`src/sv/icmp_rm_pkg.sv`:
```
// Shared types and constants for the ICMP reply matcher.
// Depends on nothing; every other file of the block imports it.
package icmp_rm_pkg;

   // Largest packet the byte counter keeps; later bytes are dropped.
   localparam int unsigned MAX_PACKET_BYTES_DEF = 65536;

   // ICMP time-exceeded message with the TTL-exceeded-in-transit code.
   localparam logic [7:0] TYPE_TIME_EXCEEDED = 8'd11;
   localparam logic [7:0] CODE_TTL_EXCEEDED  = 8'd0;

   // Offsets inside the headers never exceed 60 + 8 + 60 + 8.
   localparam int unsigned OFF_W          = 8;
   localparam logic [OFF_W-1:0] ICMP_HDR_BYTES = OFF_W'(8);

   localparam int unsigned CSR_IDX_W  = 1;
   localparam int unsigned CSR_DATA_W = 16;

   typedef enum logic [CSR_IDX_W-1:0] {
      CSR_EXPECTED_ID  = 1'b0,
      CSR_EXPECTED_SEQ = 1'b1
   } csr_index_type;

   typedef struct packed {
      logic [7:0] data_byte;
      logic       last_byte;
   } req_beat_type;

   typedef struct packed {
      logic matched;
      logic via_ttl_exceeded;
      logic truncated;
   } rsp_beat_type;

   typedef struct packed {
      logic [15:0] expected_id;
      logic [15:0] expected_seq;
   } match_cfg_type;

   // IHL nibble to header length in bytes (nibble times four).
   function automatic logic [5:0] hdr_len(input logic [3:0] nibble);
      hdr_len = {nibble, 2'b00};
   endfunction

endpackage

```
`src/sv/icmp_rm_parser.sv`:
```
// Per-byte header walker of the ICMP reply matcher: packet state and the result logic.
// Depends on icmp_rm_pkg.
module icmp_rm_parser
   import icmp_rm_pkg::*;
#(
   parameter int unsigned MAX_PACKET_BYTES = MAX_PACKET_BYTES_DEF
) (
   input  logic          clock,
   input  logic          reset,
   input  logic          step_en,
   input  req_beat_type  beat,
   input  match_cfg_type cfg,
   output rsp_beat_type  result
);

   localparam int unsigned POS_W = $clog2(MAX_PACKET_BYTES + 1);
   localparam int unsigned CMP_W = (POS_W > OFF_W) ? POS_W : OFF_W;

   logic [POS_W-1:0] pos_ff, pos_in;
   logic [5:0]       outer_ff, outer_in;
   logic [5:0]       inner_ff, inner_in;
   logic [7:0]       type_ff, type_in;
   logic [7:0]       code_ff, code_in;
   logic [15:0]      id_ff, id_in;
   logic [15:0]      seq_ff, seq_in;

   logic             take;
   logic [CMP_W-1:0] p, hx, base, n, need;
   logic [5:0]       outer_n, inner_n;
   logic [7:0]       type_n, code_n;
   logic [15:0]      id_n, seq_n;
   logic             past_code, ttl_stored, capt_ok, via, trunc;

   always_comb begin
      take    = step_en && (pos_ff < POS_W'(MAX_PACKET_BYTES));
      p       = CMP_W'(pos_ff);
      outer_n = outer_ff;
      if (take && pos_ff == '0) begin
         outer_n = hdr_len(beat.data_byte[3:0]);
      end
      hx = CMP_W'(outer_n);

      type_n = type_ff;
      code_n = code_ff;
      if (take && p == hx) begin
         type_n = beat.data_byte;
      end
      if (take && p == hx + CMP_W'(1)) begin
         code_n = beat.data_byte;
      end

      // Once past the code byte, type and code are already held in the registers.
      past_code  = p >= hx + CMP_W'(2);
      ttl_stored = (type_ff == TYPE_TIME_EXCEEDED) && (code_ff == CODE_TTL_EXCEEDED);

      inner_n = inner_ff;
      if (take && past_code && ttl_stored && p == hx + CMP_W'(ICMP_HDR_BYTES)) begin
         inner_n = hdr_len(beat.data_byte[3:0]);
      end

      base    = ttl_stored ? hx + CMP_W'(ICMP_HDR_BYTES) + CMP_W'(inner_ff) : hx;
      capt_ok = take && past_code && (!ttl_stored || p > hx + CMP_W'(ICMP_HDR_BYTES));

      id_n  = id_ff;
      seq_n = seq_ff;
      if (capt_ok) begin
         if (p == base + CMP_W'(4)) begin
            id_n[15:8] = beat.data_byte;
         end else if (p == base + CMP_W'(5)) begin
            id_n[7:0] = beat.data_byte;
         end else if (p == base + CMP_W'(6)) begin
            seq_n[15:8] = beat.data_byte;
         end else if (p == base + CMP_W'(7)) begin
            seq_n[7:0] = beat.data_byte;
         end
      end

      pos_in = take ? pos_ff + POS_W'(1) : pos_ff;
      n      = CMP_W'(pos_in);

      via  = (n >= hx + CMP_W'(2)) && (type_n == TYPE_TIME_EXCEEDED)
             && (code_n == CODE_TTL_EXCEEDED);
      need = hx + CMP_W'(ICMP_HDR_BYTES);
      if (via) begin
         need = hx + CMP_W'(ICMP_HDR_BYTES) + CMP_W'(inner_n) + CMP_W'(ICMP_HDR_BYTES);
      end
      trunc = (n < need) || (via && (n < hx + CMP_W'(ICMP_HDR_BYTES) + CMP_W'(1)));

      result.matched          = !trunc && (id_n == cfg.expected_id)
                                && (seq_n == cfg.expected_seq);
      result.via_ttl_exceeded = via;
      result.truncated        = trunc;

      outer_in = outer_n;
      inner_in = inner_n;
      type_in  = type_n;
      code_in  = code_n;
      id_in    = id_n;
      seq_in   = seq_n;
      if (step_en && beat.last_byte) begin
         pos_in   = '0;
         outer_in = '0;
         inner_in = '0;
         type_in  = '0;
         code_in  = '0;
         id_in    = '0;
         seq_in   = '0;
      end
   end

   always_ff @(posedge clock) begin
      if (reset) begin
         pos_ff   <= '0;
         outer_ff <= '0;
         inner_ff <= '0;
         type_ff  <= '0;
         code_ff  <= '0;
         id_ff    <= '0;
         seq_ff   <= '0;
      end else begin
         pos_ff   <= pos_in;
         outer_ff <= outer_in;
         inner_ff <= inner_in;
         type_ff  <= type_in;
         code_ff  <= code_in;
         id_ff    <= id_in;
         seq_ff   <= seq_in;
      end
   end

   a_pos_saturates: assert property (@(posedge clock) disable iff (reset)
      pos_ff <= POS_W'(MAX_PACKET_BYTES))
      else $error("byte count ran past the maximum packet length");

   a_clear_after_last: assert property (@(posedge clock) disable iff (reset)
      step_en && beat.last_byte |=> pos_ff == '0 && outer_ff == '0 && id_ff == '0)
      else $error("packet state not cleared after the last beat");

   a_trunc_no_match: assert property (@(posedge clock) disable iff (reset)
      step_en && beat.last_byte && result.truncated |-> !result.matched)
      else $error("truncated packet reported as matched");

endmodule

```
`src/sv/icmp_rm_out_reg.sv`:
```
// Result register of the ICMP reply matcher, holding one beat until it is taken.
// Depends on icmp_rm_pkg.
module icmp_rm_out_reg
   import icmp_rm_pkg::*;
(
   input  logic         clock,
   input  logic         reset,
   input  logic         load,
   input  rsp_beat_type load_data,
   output logic         slot_free,
   output logic         rsp_valid,
   input  logic         rsp_ready,
   output rsp_beat_type rsp_data
);

   logic         valid_ff, valid_in;
   rsp_beat_type data_ff, data_in;

   always_comb begin
      slot_free = !valid_ff || rsp_ready;
      valid_in  = load || (valid_ff && !rsp_ready);
      data_in   = load ? load_data : data_ff;
   end

   always_ff @(posedge clock) begin
      if (reset) begin
         valid_ff <= 1'b0;
      end else begin
         valid_ff <= valid_in;
      end
   end

   always_ff @(posedge clock) begin
      data_ff <= data_in;
   end

   assign rsp_valid = valid_ff;
   assign rsp_data  = data_ff;

endmodule

```
`src/sv/icmp_reply_matcher.sv`:
```
// Top level of the ICMP reply matcher: input register, configuration registers,
// the header walker and the result register. Depends on icmp_rm_pkg and its submodules.
//
// The block takes a received IPv4 packet one byte per beat on the req_ channel and, on
// the beat flagged as last, returns one rsp_ beat saying whether the probe identifier and
// sequence number found in the ICMP header match the values held in the two configuration
// registers, whether the reply was a TTL-exceeded message (type 11, code 0, in which case
// the quoted inner header is walked to find the original probe header), and whether the
// packet ended before the needed fields arrived. A truncated packet never reports a match.
// Non-last beats produce no result. One byte is accepted every clock cycle; the only
// limit on rate is the result register, so a last beat waits only while an earlier result
// is still held there and not being taken. A last byte first sits in the input register;
// when the result register has room, the parser's result for it is loaded there and
// presented on rsp_. Bytes beyond MAX_PACKET_BYTES are dropped but a last byte still
// closes the packet. The configuration registers (index 0 expected identifier, index 1
// expected sequence number, both with the first wire byte in the upper half) are always
// ready and should be written only while no packet is in progress.
module icmp_reply_matcher
   import icmp_rm_pkg::*;
#(
   parameter int unsigned MAX_PACKET_BYTES = MAX_PACKET_BYTES_DEF
) (
   input  logic                  clock,
   input  logic                  reset,
   input  logic                  req_valid,
   output logic                  req_ready,
   input  req_beat_type          req_data,
   output logic                  rsp_valid,
   input  logic                  rsp_ready,
   output rsp_beat_type          rsp_data,
   input  logic                  csr_valid,
   output logic                  csr_ready,
   input  logic [CSR_IDX_W-1:0]  csr_index,
   input  logic [CSR_DATA_W-1:0] csr_wdata
);

   // Input register: one beat waits here while the parser works on it.
   logic          in_valid_ff, in_valid_in;
   req_beat_type  in_beat_ff, in_beat_in;
   logic          step_en;
   logic          slot_free;
   rsp_beat_type  parse_result;
   match_cfg_type cfg_ff, cfg_in;

   // A byte that is not the last of its packet always moves on; a last byte needs room
   // in the result register.
   always_comb begin
      step_en     = in_valid_ff && (!in_beat_ff.last_byte || slot_free);
      req_ready   = !in_valid_ff || step_en;
      in_valid_in = (req_valid && req_ready) || (in_valid_ff && !step_en);
      in_beat_in  = (req_valid && req_ready) ? req_data : in_beat_ff;
   end

   always_ff @(posedge clock) begin
      if (reset) begin
         in_valid_ff <= 1'b0;
      end else begin
         in_valid_ff <= in_valid_in;
      end
   end

   always_ff @(posedge clock) begin
      in_beat_ff <= in_beat_in;
   end

   // Configuration registers: a write is taken on every cycle.
   assign csr_ready = 1'b1;

   always_comb begin
      cfg_in = cfg_ff;
      if (csr_valid) begin
         unique case (csr_index_type'(csr_index))
            CSR_EXPECTED_ID:  cfg_in.expected_id  = csr_wdata;
            CSR_EXPECTED_SEQ: cfg_in.expected_seq = csr_wdata;
            default:          cfg_in = cfg_ff;
         endcase
      end
   end

   always_ff @(posedge clock) begin
      if (reset) begin
         cfg_ff <= '0;
      end else begin
         cfg_ff <= cfg_in;
      end
   end

   icmp_rm_parser #(
      .MAX_PACKET_BYTES(MAX_PACKET_BYTES)
   ) u_parser (
      .clock   (clock),
      .reset   (reset),
      .step_en (step_en),
      .beat    (in_beat_ff),
      .cfg     (cfg_ff),
      .result  (parse_result)
   );

   icmp_rm_out_reg u_out_reg (
      .clock     (clock),
      .reset     (reset),
      .load      (step_en && in_beat_ff.last_byte),
      .load_data (parse_result),
      .slot_free (slot_free),
      .rsp_valid (rsp_valid),
      .rsp_ready (rsp_ready),
      .rsp_data  (rsp_data)
   );

   // A new result only follows a last byte leaving the input register.
   a_rsp_from_last: assert property (@(posedge clock) disable iff (reset)
      $rose(rsp_valid) |-> $past(step_en && in_beat_ff.last_byte))
      else $error("result beat without a last byte");

   // A held input beat is not lost or changed while it waits.
   a_in_hold: assert property (@(posedge clock) disable iff (reset)
      in_valid_ff && !step_en |=> in_valid_ff && $stable(in_beat_ff))
      else $error("waiting input beat dropped or altered");

   // A last byte is only passed on when the result register has room.
   a_no_overwrite: assert property (@(posedge clock) disable iff (reset)
      step_en && in_beat_ff.last_byte |-> !rsp_valid || rsp_ready)
      else $error("result register overwritten before it was taken");

endmodule
```
`config.mk`:
```
export PLATFORM = sky130hd
export DESIGN_NAME = icmp_reply_matcher
export DESIGN_NICKNAME = d
export VERILOG_FILES = /design/src/sv/icmp_rm_pkg.sv /design/src/sv/icmp_rm_parser.sv /design/src/sv/icmp_rm_out_reg.sv /design/src/sv/icmp_reply_matcher.sv
export SDC_FILE = /design/constraint.sdc
export NUM_CORES = 1
export LEC_CHECK = 0
export BUFFER_PORTS_ARGS = -buffer_cell sky130_fd_sc_hd__buf_2
export CORE_ASPECT_RATIO = 0.75
export CORE_MARGIN = 4
export CORE_UTILIZATION = 45
export CTS_BUF_LIST = sky130_fd_sc_hd__clkbuf_8
export CTS_CLUSTER_DIAMETER = 30
export DETAILED_ROUTE_END_ITERATION = 6
export HOLD_SLACK_MARGIN = 0.12
export PLACE_DENSITY = 0.7
export SLEW_MARGIN = 5
export SYNTH_ARGS = -nofsm -noshare
export SYNTH_HDL_FRONTEND = slang
export SYNTH_SLANG_ARGS = --single-unit
```
`constraint.sdc`:
```
create_clock -name clock -period 10.1 [get_ports clock]
set_clock_uncertainty 0.15 [all_clocks]
set_input_delay 0.505 -clock clock [delete_from_list [all_inputs] [get_ports clock]]
set_output_delay 0.505 -clock clock [all_outputs]
set_load 0.03 [all_outputs]
```
**Word level (Yosys, flattened, before mapping)**

Cells that the tools add are included.

- Word-level logic and storage cells: 102
- Input port bits: 31
- Register bits after elaboration: 123
- Output and inout port bits: 6

- Bitwise logic cells: 1
- Muxes and demuxes: 17
- Order comparisons: 6
- Add/sub/neg operators: 12
- Reductions and logical operators: 39
- Equal/unequal tests: 11

Operator list:

| operator | number |
|---|---|
| 17-bit equality test | 6 |
| 17-bit by 3-bit adder with 17-bit output (second input constant) | 4 |
| 16-bit two-way mux | 4 |
| 8-bit two-way mux | 8 |
| 17-bit two-way mux | 3 |
| 17-bit by 1-bit adder with 17-bit output (second input constant) | 2 |
| 17-bit by 6-bit adder with 17-bit output | 2 |
| 17-bit >= comparator | 2 |
| 17-bit less-than comparator | 2 |
| 16-bit equality test | 2 |
| 1-bit logical AND | 19 |
| 17-bit by 4-bit adder with 17-bit output (second input constant) | 1 |
| 17-bit by 6-bit equality test with 1-bit output | 1 |
| 17-bit > comparator | 1 |
| 17-bit logical NOT | 1 |
| 17-bit less-than comparator (second input constant) | 1 |
| 8-bit by 4-bit equality test with 1-bit output (second input constant) | 2 |
| 8-bit logical NOT | 2 |
| 6-bit two-way mux | 2 |
| 6-bit by 1-bit adder with 7-bit output (second input constant) | 1 |
| 6-bit by 2-bit adder with 7-bit output (second input constant) | 1 |
| 6-bit by 4-bit adder with 7-bit output (second input constant) | 1 |
| 1-bit logical NOT | 7 |
| 1-bit logical OR | 7 |
| other kinds (3) | 4 |

**Depth between registers and ports, before layout**

Gate-level depths: netlist of the first run.

- Depth after elaboration: 21
- Mapped depth: 37
- Depth with buffers taken out: 35

**Cells and area by module**

From an unflattened synthesis of the first run, not the netlist that was laid out.

- Cells, all modules: 1102
- Area, all modules: 9216.3 µm²

Modules (own cells, without submodules):

| module | area each (µm²) | cells an instance | instances |
|---|---|---|---|
| icmp_rm_parser | 7355.8 | 952 | 1 |
| icmp_reply_matcher | 1724.2 | 143 | 1 |
| icmp_rm_out_reg | 136.4 | 7 | 1 |

**Worst setup path after synthesis of the first run**

No wires, ideal clock.

- Kind: register to register
- Start: register u_parser.pos_ff[1] (netlist: u_parser.p[1])
- End: register u_out_reg.data_ff, in the netlist u_out_reg.rsp_data[2] (data pin)
- Stages on the path, launching flop included: 35
- Data arrival time: 6.651 ns
- Path buffers: 2
- Period minus slack after synthesis: 6.971 ns
- Data required time: 9.780 ns
- Path slack: 3.129 ns
- Path through: dfxtp_1 -> clkbuf_1 -> inv_1 -> ha_1 -> or2b_2 -> nor4_2 -> a21oi_1 -> or2_2 -> buf_2 -> ha_1 -> inv_1 -> ha_1 -> o21ai_0 -> a31oi_1 -> o21ai_0 -> a221o_1 -> o221ai_2 -> nand2_1 -> o21ai_0 -> ha_1 -> ha_1 -> a21o_1 -> a21o_1 -> a21o_1 -> a21oi_1 -> xnor2_1 -> o21ai_0 -> ha_1 -> nand3_1 -> or3_1 -> a21o_1 -> a21oi_1 -> o31ai_1 -> nand4b_1 -> nor4_2

RTL lines:

| item | line | RTL |
|---|---|---|
| from (decl) | icmp_rm_parser.sv:19 | `logic [POS_W-1:0] pos_ff, pos_in;` |
| from (signal assigned) | icmp_rm_parser.sv:121 | `pos_ff <= pos_in;` |
| to (signal assigned) | icmp_rm_out_reg.sv:34 | `data_ff <= data_in;` |
| to (decl) | icmp_rm_out_reg.sv:17 | `rsp_beat_type data_ff, data_in;` |

==> results of run 1 <==
-- layer usage --
layer / up-vias / track usage [%]
li1: 3906 / -
met3: 31 / 6.015
met5: - / 0
met2: 342 / 31.24
met4: 0 / 5.496
met1: 3752 / 36.71
-- cell families after synthesis --
| logic type | Yosys count | synth area share, % |
|---|---|---|
| adders and majority gates | 65 | 9.203 |
| xor gates and xnor gates | 77 | 7.702 |
| other | 1 | 0.04167 |
| muxes | 43 | 4.852 |
| AOI/OAI and AO/OA | 231 | 18.32 |
| buffers and inverters | 111 | 5.964 |
| DFF | 123 | 28.69 |
| and+or+nand+nor | 428 | 25.22 |
-- path summary, 6_finish.rpt --
path	from	end	slack, ps	cells past startpoint
min	csr_wdata[3]	cfg_ff[19]	150	3
max reg2reg	u_parser.p[5]	u_out_reg.rsp_data[2]	1970	32
min reg2reg	u_parser.seq_ff[5]	u_parser.seq_ff[5]	310	2
max	u_parser.p[5]	u_out_reg.rsp_data[2]	1970	32
-- registers in the layout (all words and copies together), names as in the netlist --
register	count
u_out_reg.rsp_valid	1
u_parser.seq_ff	16
u_parser.inner_ff	6
in_valid_ff	1
cfg_ff	32
u_parser.type_ff	8
u_parser.code_ff	8
in_beat_ff	9
u_parser.id_ff	16
u_parser.p	17
u_parser.outer_ff	6
u_out_reg.rsp_data	3
-- worst register-to-register path, delay by kind of cell, from the launching register on --
family | cells | cell delay (ps)
AND/OR/NAND/NOR | 11 | 2890
AO/OA/AOI/OAI | 13 | 2440
adder cells (fa/ha/maj) | 5 | 1580
flip-flops | 1 | 490
buffers and inverters | 2 | 270
XOR/XNOR | 1 | 140
-- through the flow --
step | hold slack, ps | util (%)
finish | 149.4 | 50.01
detailed placement | 300.7 | 47.21
floorplan | 281.9 | -
global placement | 290.7 | 47.21
CTS | 121.2 | 50.01
global route | 127.2 | 50.01
-- power by group --
group / switching [mW] / leakage [nW] / total (mW) / internal, mW
clock network: 0.233 / 0.200 / 0.440 / 0.207
registers: 0.0179 / 1.01 / 0.522 / 0.504
logic: 0.107 / 2.67 / 0.175 / 0.0675
-- final cells by class --
| cell class | instances | area [um2] | area share, % |
|---|---|---|---|
| Inverter | 52 | 195.2 | 2.003 |
| Clock buffer | 18 | 247.7 | 2.542 |
| Multi-Input combinational cell | 845 | 5887 | 60.41 |
| Clock inverter | 14 | 136.4 | 1.399 |
| Timing Repair Buffer | 57 | 380.4 | 3.903 |
| Tap cell | 253 | 316.6 | 3.248 |
| Sequential cell | 123 | 2582 | 26.50 |
-- synthesized netlist by cell type, types with 12 or more instances --
master,number
nor2_1,108
o21ai_0,31
nand2_1,127
a21o_1,12
nor3_1,27
clkbuf_1,35
edfxtp_1,12
nor4_1,12
inv_1,50
mux2i_1,40
nand4_1,16
nand3_1,20
xor2_1,27
ha_1,63
dfxtp_1,111
xnor2_1,49
a21oi_1,76
nor2b_1,22
==> results, run 1 <==
- After detailed routing, the number of remaining DRC violations is 0.
- The share of the synthesized area in the top cell type is 24.69%.
- The root buffer cell is clkbuf_8.
- The number of endpoints failing setup at the final stage is 0.
- Yosys printed 0 warnings.
- The category of the critical setup timing path is reg2reg.
- At the later pin of the worst-skew pair, clock insertion delay measures ~450 ps.
- Summed over all cells, the static leakage comes to 3.885 nW.
- The first-pass GRT wire length is around 41000 um.
- The slew at the pin closest to its max-slew limit is 1184 ps.
- The average wire per cell in the routed design is between 15 and 20 um.
- The relative area change from synthesis to final layout is 8.286%.
- In this run, placement finished with an instance count of 1314.
- IR analysis of the VDD net gives a maximum drop of roughly 110 uV.
- The routed design has around 26000 um of wire.
- The highest signal layer in the routed design is met4.
- The overall die height is approximately 130 um.
- The cell count after synthesis came out at approximately 1100.
- The slowest stage cell on the critical path is or4_4.
- The number of DRC violations after detailed-routing iteration 0 is 908.
- Of all nets on the critical path, the largest fanout is 12.
- In this run, distinct cell masters in the synthesized netlist total 112.
- The die covers 22350 um2.
- The filler cells instantiated in the layout total 1871.
- The highest achievable clock rate is roughly 120 MHz.
- Using the TritonRoute via totals, the vias-per-cell ratio works out to between 5 and 6.
- The TritonCTS clock tree is built.
- The count of antenna diodes in the layout is 0.
- The initial utilization of the core area, before any placement, comes to between 40% and 50%.
- The cell that appears most often on the critical path is ha_1.
- The type of element launching the critical path is a register.
- The total congestion overflow is 0.
- Measured along the x axis, the die boundary spans between 150 and 200 um.
- The number of gates resized after CTS was 0.
- The number of global-route vias before repair was 7173.
- The critical path contains buffers and inverters numbering 2 combined.
- Detailed routing inserted a total of between 8000 and 9000 vias.
- The H-tree depth reported by CTS is 4.
- Sequential elements use between 20% and 30% of the synthesized area.
- The kind of cell adding the most delay to the critical path is simple AND/OR/NAND/NOR gates.
- The kind of path behind the tightest hold check is in2reg.
- The final worst setup slack is about 2000 ps.
- The global placer's final weighted congestion is between 0.9 and 1.
- At the worst endpoint, the required time is between 10000 and 15000 ps.
- The capturing element type of the critical path is a register.
- The number of nets still failing antenna checks after routing is 0.
- The post-CTS setup-driven buffer insertion count is 0.
- Of the cells placed in the final design, the portion with a size suffix greater than 1 is between 10% and 20%.
- The total cell area at the placement stage is 9201 um2.
- After the flow finishes, the layout carries non-filler instances totaling approximately 1400.
- The number of input and output port buffers inserted is 35.
- The run finished with clean final reports.
- The cell taking the most area after synthesis is dfxtp_1.
- The number of optimization iterations in the first detailed-route pass is 5.
- The worst pin sits at a relative slew slack of a little over a fifth.
- Data arrives at the worst endpoint at between 8000 and 9000 ps.
- At the placement stage, the worst setup path has a slack of between 2000 and 2500 ps.
- The average size of a mapped cell is 8.341 um2.
- Dividing the final minimum period by the clock period gives 80.54%.
- With fillers left out, the area of the finished cells amounts to ~10000 um2.
- For this design the ratio of total power to cell area is 116.6 nW/um2.
- The total power of the final layout is between 1 and 1.5 mW.
- The async set-reset flop share out of synthesis is 0%.
- The library cell used most frequently in the layout, excluding fill and tap cells, is nand2_1.
- The number of nets in the layout is ~1200.
- The TritonCTS buffer count is 17.
- The initialized floorplan defines 44 standard-cell rows.
- After routing, the total negative slack on setup checks comes to 0 ps.
- Counting along the longest clock path gives a buffer depth of 2.
- The number of buffers inserted for hold repair after clock tree synthesis is 16.
- The core region is about 20000 um2.
- The number of pins exceeding their max-slew limit in the final report came to 0.
- The routed wire length on met2 is roughly 10000 um.
- The TritonCTS sink count is 123.
- The post-route met1 wirelength is between 10000 and 15000 um.
- The total met3 wirelength after detailed routing is around 2700 um.
- Synthesis produced a netlist with a net count of roughly 1200.
- Across the run, the number of max-cap violations was 0.
- The number of placed I/O pins is 37.
- The cell area after synthesis is between 8000 and 9000 um2.
- The HPWL after detailed placement is between 15000 and 20000 um.
- By area the synthesized netlist is led by dfxtp_1, ha_1, nand2_1, xnor2_1, nor2_1.
- The number of antenna violations at the first check in global routing is 0.
- Setup repair after global routing left no endpoint under its margin.
- The maximum single-stage delay on the critical path is ~630 ps.
- The number of enable-type register cells in the synthesized netlist is 12.
- The library cells used most frequently in the layout, excluding fill and tap cells, are nand2_1, dfxtp_1, nor2_1.
- For this run, the leading register cell type out of synthesis is dfxtp_1.
- For this run, the total global-route usage over all layers was measured as between 20% and 30%.
- The clock period could shrink to ~8000 ps.
- The number of endpoints with negative hold slack in the final report is 0.
- Entering global routing, the biggest net connects between 60 and 70 pins.
- In this run, synthesis produced a sequential element count of 123.
- The clock-pin slew of the registers on the worst-case setup and hold paths is 80 ps.
Power figures use the tool's default switching activity.
==> run 2: changes to the inputs <==
- clock period: 10.1 -> 7.72 ns (I/O delays scaled with it)
==> results, run 2 (synthesized netlist as in run 1, its figures left out) <==
- Result of the run: finished, final reports clean (unchanged).
- The global placer's final weighted congestion is 0.9811 (was 0.9645).
- The cell leakage power is 4.040 nW (was 3.885 nW).
- The final standard cell area without fillers is 10040 um2 (was 9746 um2).
- Leading cell types in the layout, fill and taps excluded: nand2_1, dfxtp_1, nor2_1 (unchanged).
- The maximum buffer depth of the clock tree was 2 (unchanged).
- The relative area change from synthesis to final layout is 11.54% (was 8.286%).
- The maximum single-stage delay on the critical path was 430 ps (was 630 ps).
- The most common cell after layout, fill and taps aside is nand2_1 (unchanged).
- The clock latency on the worst-skew pair came to 460 ps (was 450 ps).
- The dominant cell type by count on the critical path was ha_1 (unchanged).
- The number of endpoints with negative hold slack in the final report is 0 (unchanged).
- The first-pass GRT wire length came to 41280 um (was 40670 um).
- The highest achievable clock rate is 136.0 MHz (was 122.9 MHz).
- The number of flip-flops under the largest register name is 32 (unchanged).
- The number of vias per cell after detailed routing came to 5.831 (was 5.896).
- The post-CTS setup-driven buffer insertion count is 0 (unchanged).
- The TritonCTS clock tree is built (unchanged).
- The hold path startpoint is rsp_ready (was csr_wdata[3]).
- The TritonCTS sink count came to 123 (unchanged).
- The pin count of the biggest net entering global routing was 78 (was 67).
- The root buffer cell is clkbuf_8 (unchanged).
- The type of element launching the critical path is a register (unchanged).
- The number of antenna violations at the first check in global routing is 0 (unchanged).
- The clock-pin slew of the registers on the worst-case setup and hold paths is 70 ps (was 80 ps).
- The required time at the worst-slack endpoint is 7850 ps (was 10230 ps).
- The highest ir drop seen on vdd is 196.1 uV (was 111.6 uV).
- The total cell area at the placement stage is 9382 um2 (was 9201 um2).
- The capturing element type of the critical path is a register (unchanged).
- The area of the multi-input gates came to 5904 um2 (was 5887 um2).
- The starting utilization of the core area is 46.18% (unchanged).
- The register containing the most flip-flops in the final layout is cfg_ff (unchanged).
- The category of the critical setup timing path was reg2reg (unchanged).
- The area of the die is 22350 um2 (unchanged).
- The worst hold margin is 148.6 ps (was 149.4 ps).
- The number of input and output port buffers inserted is 35 (unchanged).
- The number of DRC violations after detailed-routing iteration 0 came to 919 (was 908).
- The total half-perimeter wirelength after legalization and detailed placement came to 19820 um (was 19430 um).
- The power density over the cells is 147.4 nW/um2 (was 116.6 nW/um2).
- The worst path arrival time is 7480 ps (was 8270 ps).
- The number of global-route vias before repair is 7522 (was 7173).
- The setup slack on the worst flop-to-flop path is 370 ps (was 1970 ps).
- The H-tree depth reported by CTS is 4 (unchanged).
- The total track usage is 23.60% (was 23.31%).
- The worst slew margin relative to its limit is 20.87% (was 20.90%).
- The overall die height was 130.5 um (unchanged).
- The non-filler instance count after layout is 1396 (was 1362).
- The number of optimization iterations in the first detailed-route pass is 7 (was 5).
- The number of placed I/O pins is 37 (unchanged).
- The slowest stage cell on the critical path is fa_1 (was or4_4).
- The average wire per cell in the routed design was 18.87 um (was 19.11 um).
- The routed via count is 8140 (was 8031).
- The launch instance of the worst register-to-register path was u_parser.p[0] (was u_parser.p[5]).
- The reported max-cap violation count is 0 (unchanged).
- The count of antenna diodes in the layout is 0 (unchanged).
- The number of nets still failing antenna checks after routing is 0 (unchanged).
- The placeable core region was 19490 um2 (unchanged).
- The number of pins exceeding their max-slew limit in the final report was 0 (unchanged).
- The DRC violation count after routing is 0 (unchanged).
- The kind of path behind the tightest hold check is in2reg (unchanged).
- The final wirelength is 26350 um (was 26020 um).
- The portion of the clock cycle consumed by the worst path in the final layout came to 95.25% (was 80.54%).
- The total negative slack for setup checks is 0 ps (unchanged).
- RSZ-0062 raised after global routing: false (unchanged).
- The slew at the pin closest to its max-slew limit is 1184 ps (about the same).
- The maximum fanout encountered on the critical timing path is 9 (was 12).
- The total congestion overflow was 0 (unchanged).
- The flip-flop and latch area was 2582 um2 (unchanged).
- The timing startpoint of the critical path is u_parser.p[0] (was u_parser.p[5]).
- The x dimension of the die is 171.3 um (unchanged).
- The TritonCTS buffer count was 17 (unchanged).
- The cell count after placement was 1338 (was 1314).
- The final critical-path required period is 7354 ps (was 8134 ps).
- The number of endpoints failing setup at the final stage is 0 (unchanged).
- The fraction of final layout cells sized beyond drive strength 1 is 15.22% (was 13.07%).
- The total of fill cells in the finished design is 1868 (was 1871).
- The number of nets in the layout is 1226 (was 1192).
- The site row count is 44 (unchanged).
[run 2: cell count changes in the layout (fill, tap and decap cells not counted), sizes merged]
cell         previous run  this run
dlygate4sd3            16        26
inv                    59        56
buf                    41        65
clkbuf                 18        19
clkinv                  5         6
clkinvlp                1         2
[run 2: what timing repair did]
action	4_1_cts	5_1_grt
gates resized for setup	0	6
hold buffers	26	0
endpoints found under the setup margin	0	2
endpoints found under the hold margin	42	0
[run 2: cell type report]
type	count	share of cell area [%]
multi-input combinational	845	58.82
sequential	123	25.73
timing repair buffer	91	6.581
tap	253	3.153
clock buffer	19	2.605
inverter	52	1.944
clock inverter	13	1.172
[run 2: path summary, 6_finish.rpt]
kind                                 to  cells after the start
setup / recovery  u_out_reg.rsp_data[2]                     35
hold reg to reg      u_parser.seq_ff[5]                      2
setup reg to reg  u_out_reg.rsp_data[2]                     35
hold / removal      u_out_reg.rsp_valid                      4
[run 2: per-stage QoR]
step / worst slack, ps / utilization (%) / total power [mW]
global placement: 496.4 / 48.14 / 0.9126
detailed placement: 268.3 / 48.14 / 0.9151
global route: 12.79 / 51.51 / 1.538
finish: 366.3 / 51.51 / 1.479
CTS: 253.2 / 51.42 / 1.477
floorplan: 749.2 / - / 0.8508
[run 2: where the power goes]
| part | leakage, nW | switching, mW | internal (mW) | total, mW |
|---|---|---|---|---|
| Sequential | 1.01 | 0.0208 | 0.660 | 0.680 |
| Clock | 0.195 | 0.288 | 0.273 | 0.561 |
| Combinational | 2.83 | 0.144 | 0.0942 | 0.238 |
| Total | 4.04 | 0.452 | 1.03 | 1.48 |
[run 2: critical path, delay by kind of cell (launching register included)]
| kind | cells | cell delay (ps) |
|---|---|---|
| buf+inv | 5 | 510 |
| fa+ha+maj | 7 | 1850 |
| compound gates | 12 | 2010 |
| flops | 1 | 360 |
| simple gates | 11 | 2300 |
[run 2: per-layer routing]
| metal | GRT usage, % | part of all wire (%) | up-vias |
|---|---|---|---|
| met5 | 0 | 0 | - |
| met4 | 5.589 | 1.4 | 0 |
| met3 | 6.226 | 9.8 | 41 |
| met2 | 33.21 | 41 | 345 |
| met1 | 35.82 | 48 | 3796 |
| li1 | - | - | 3958 |
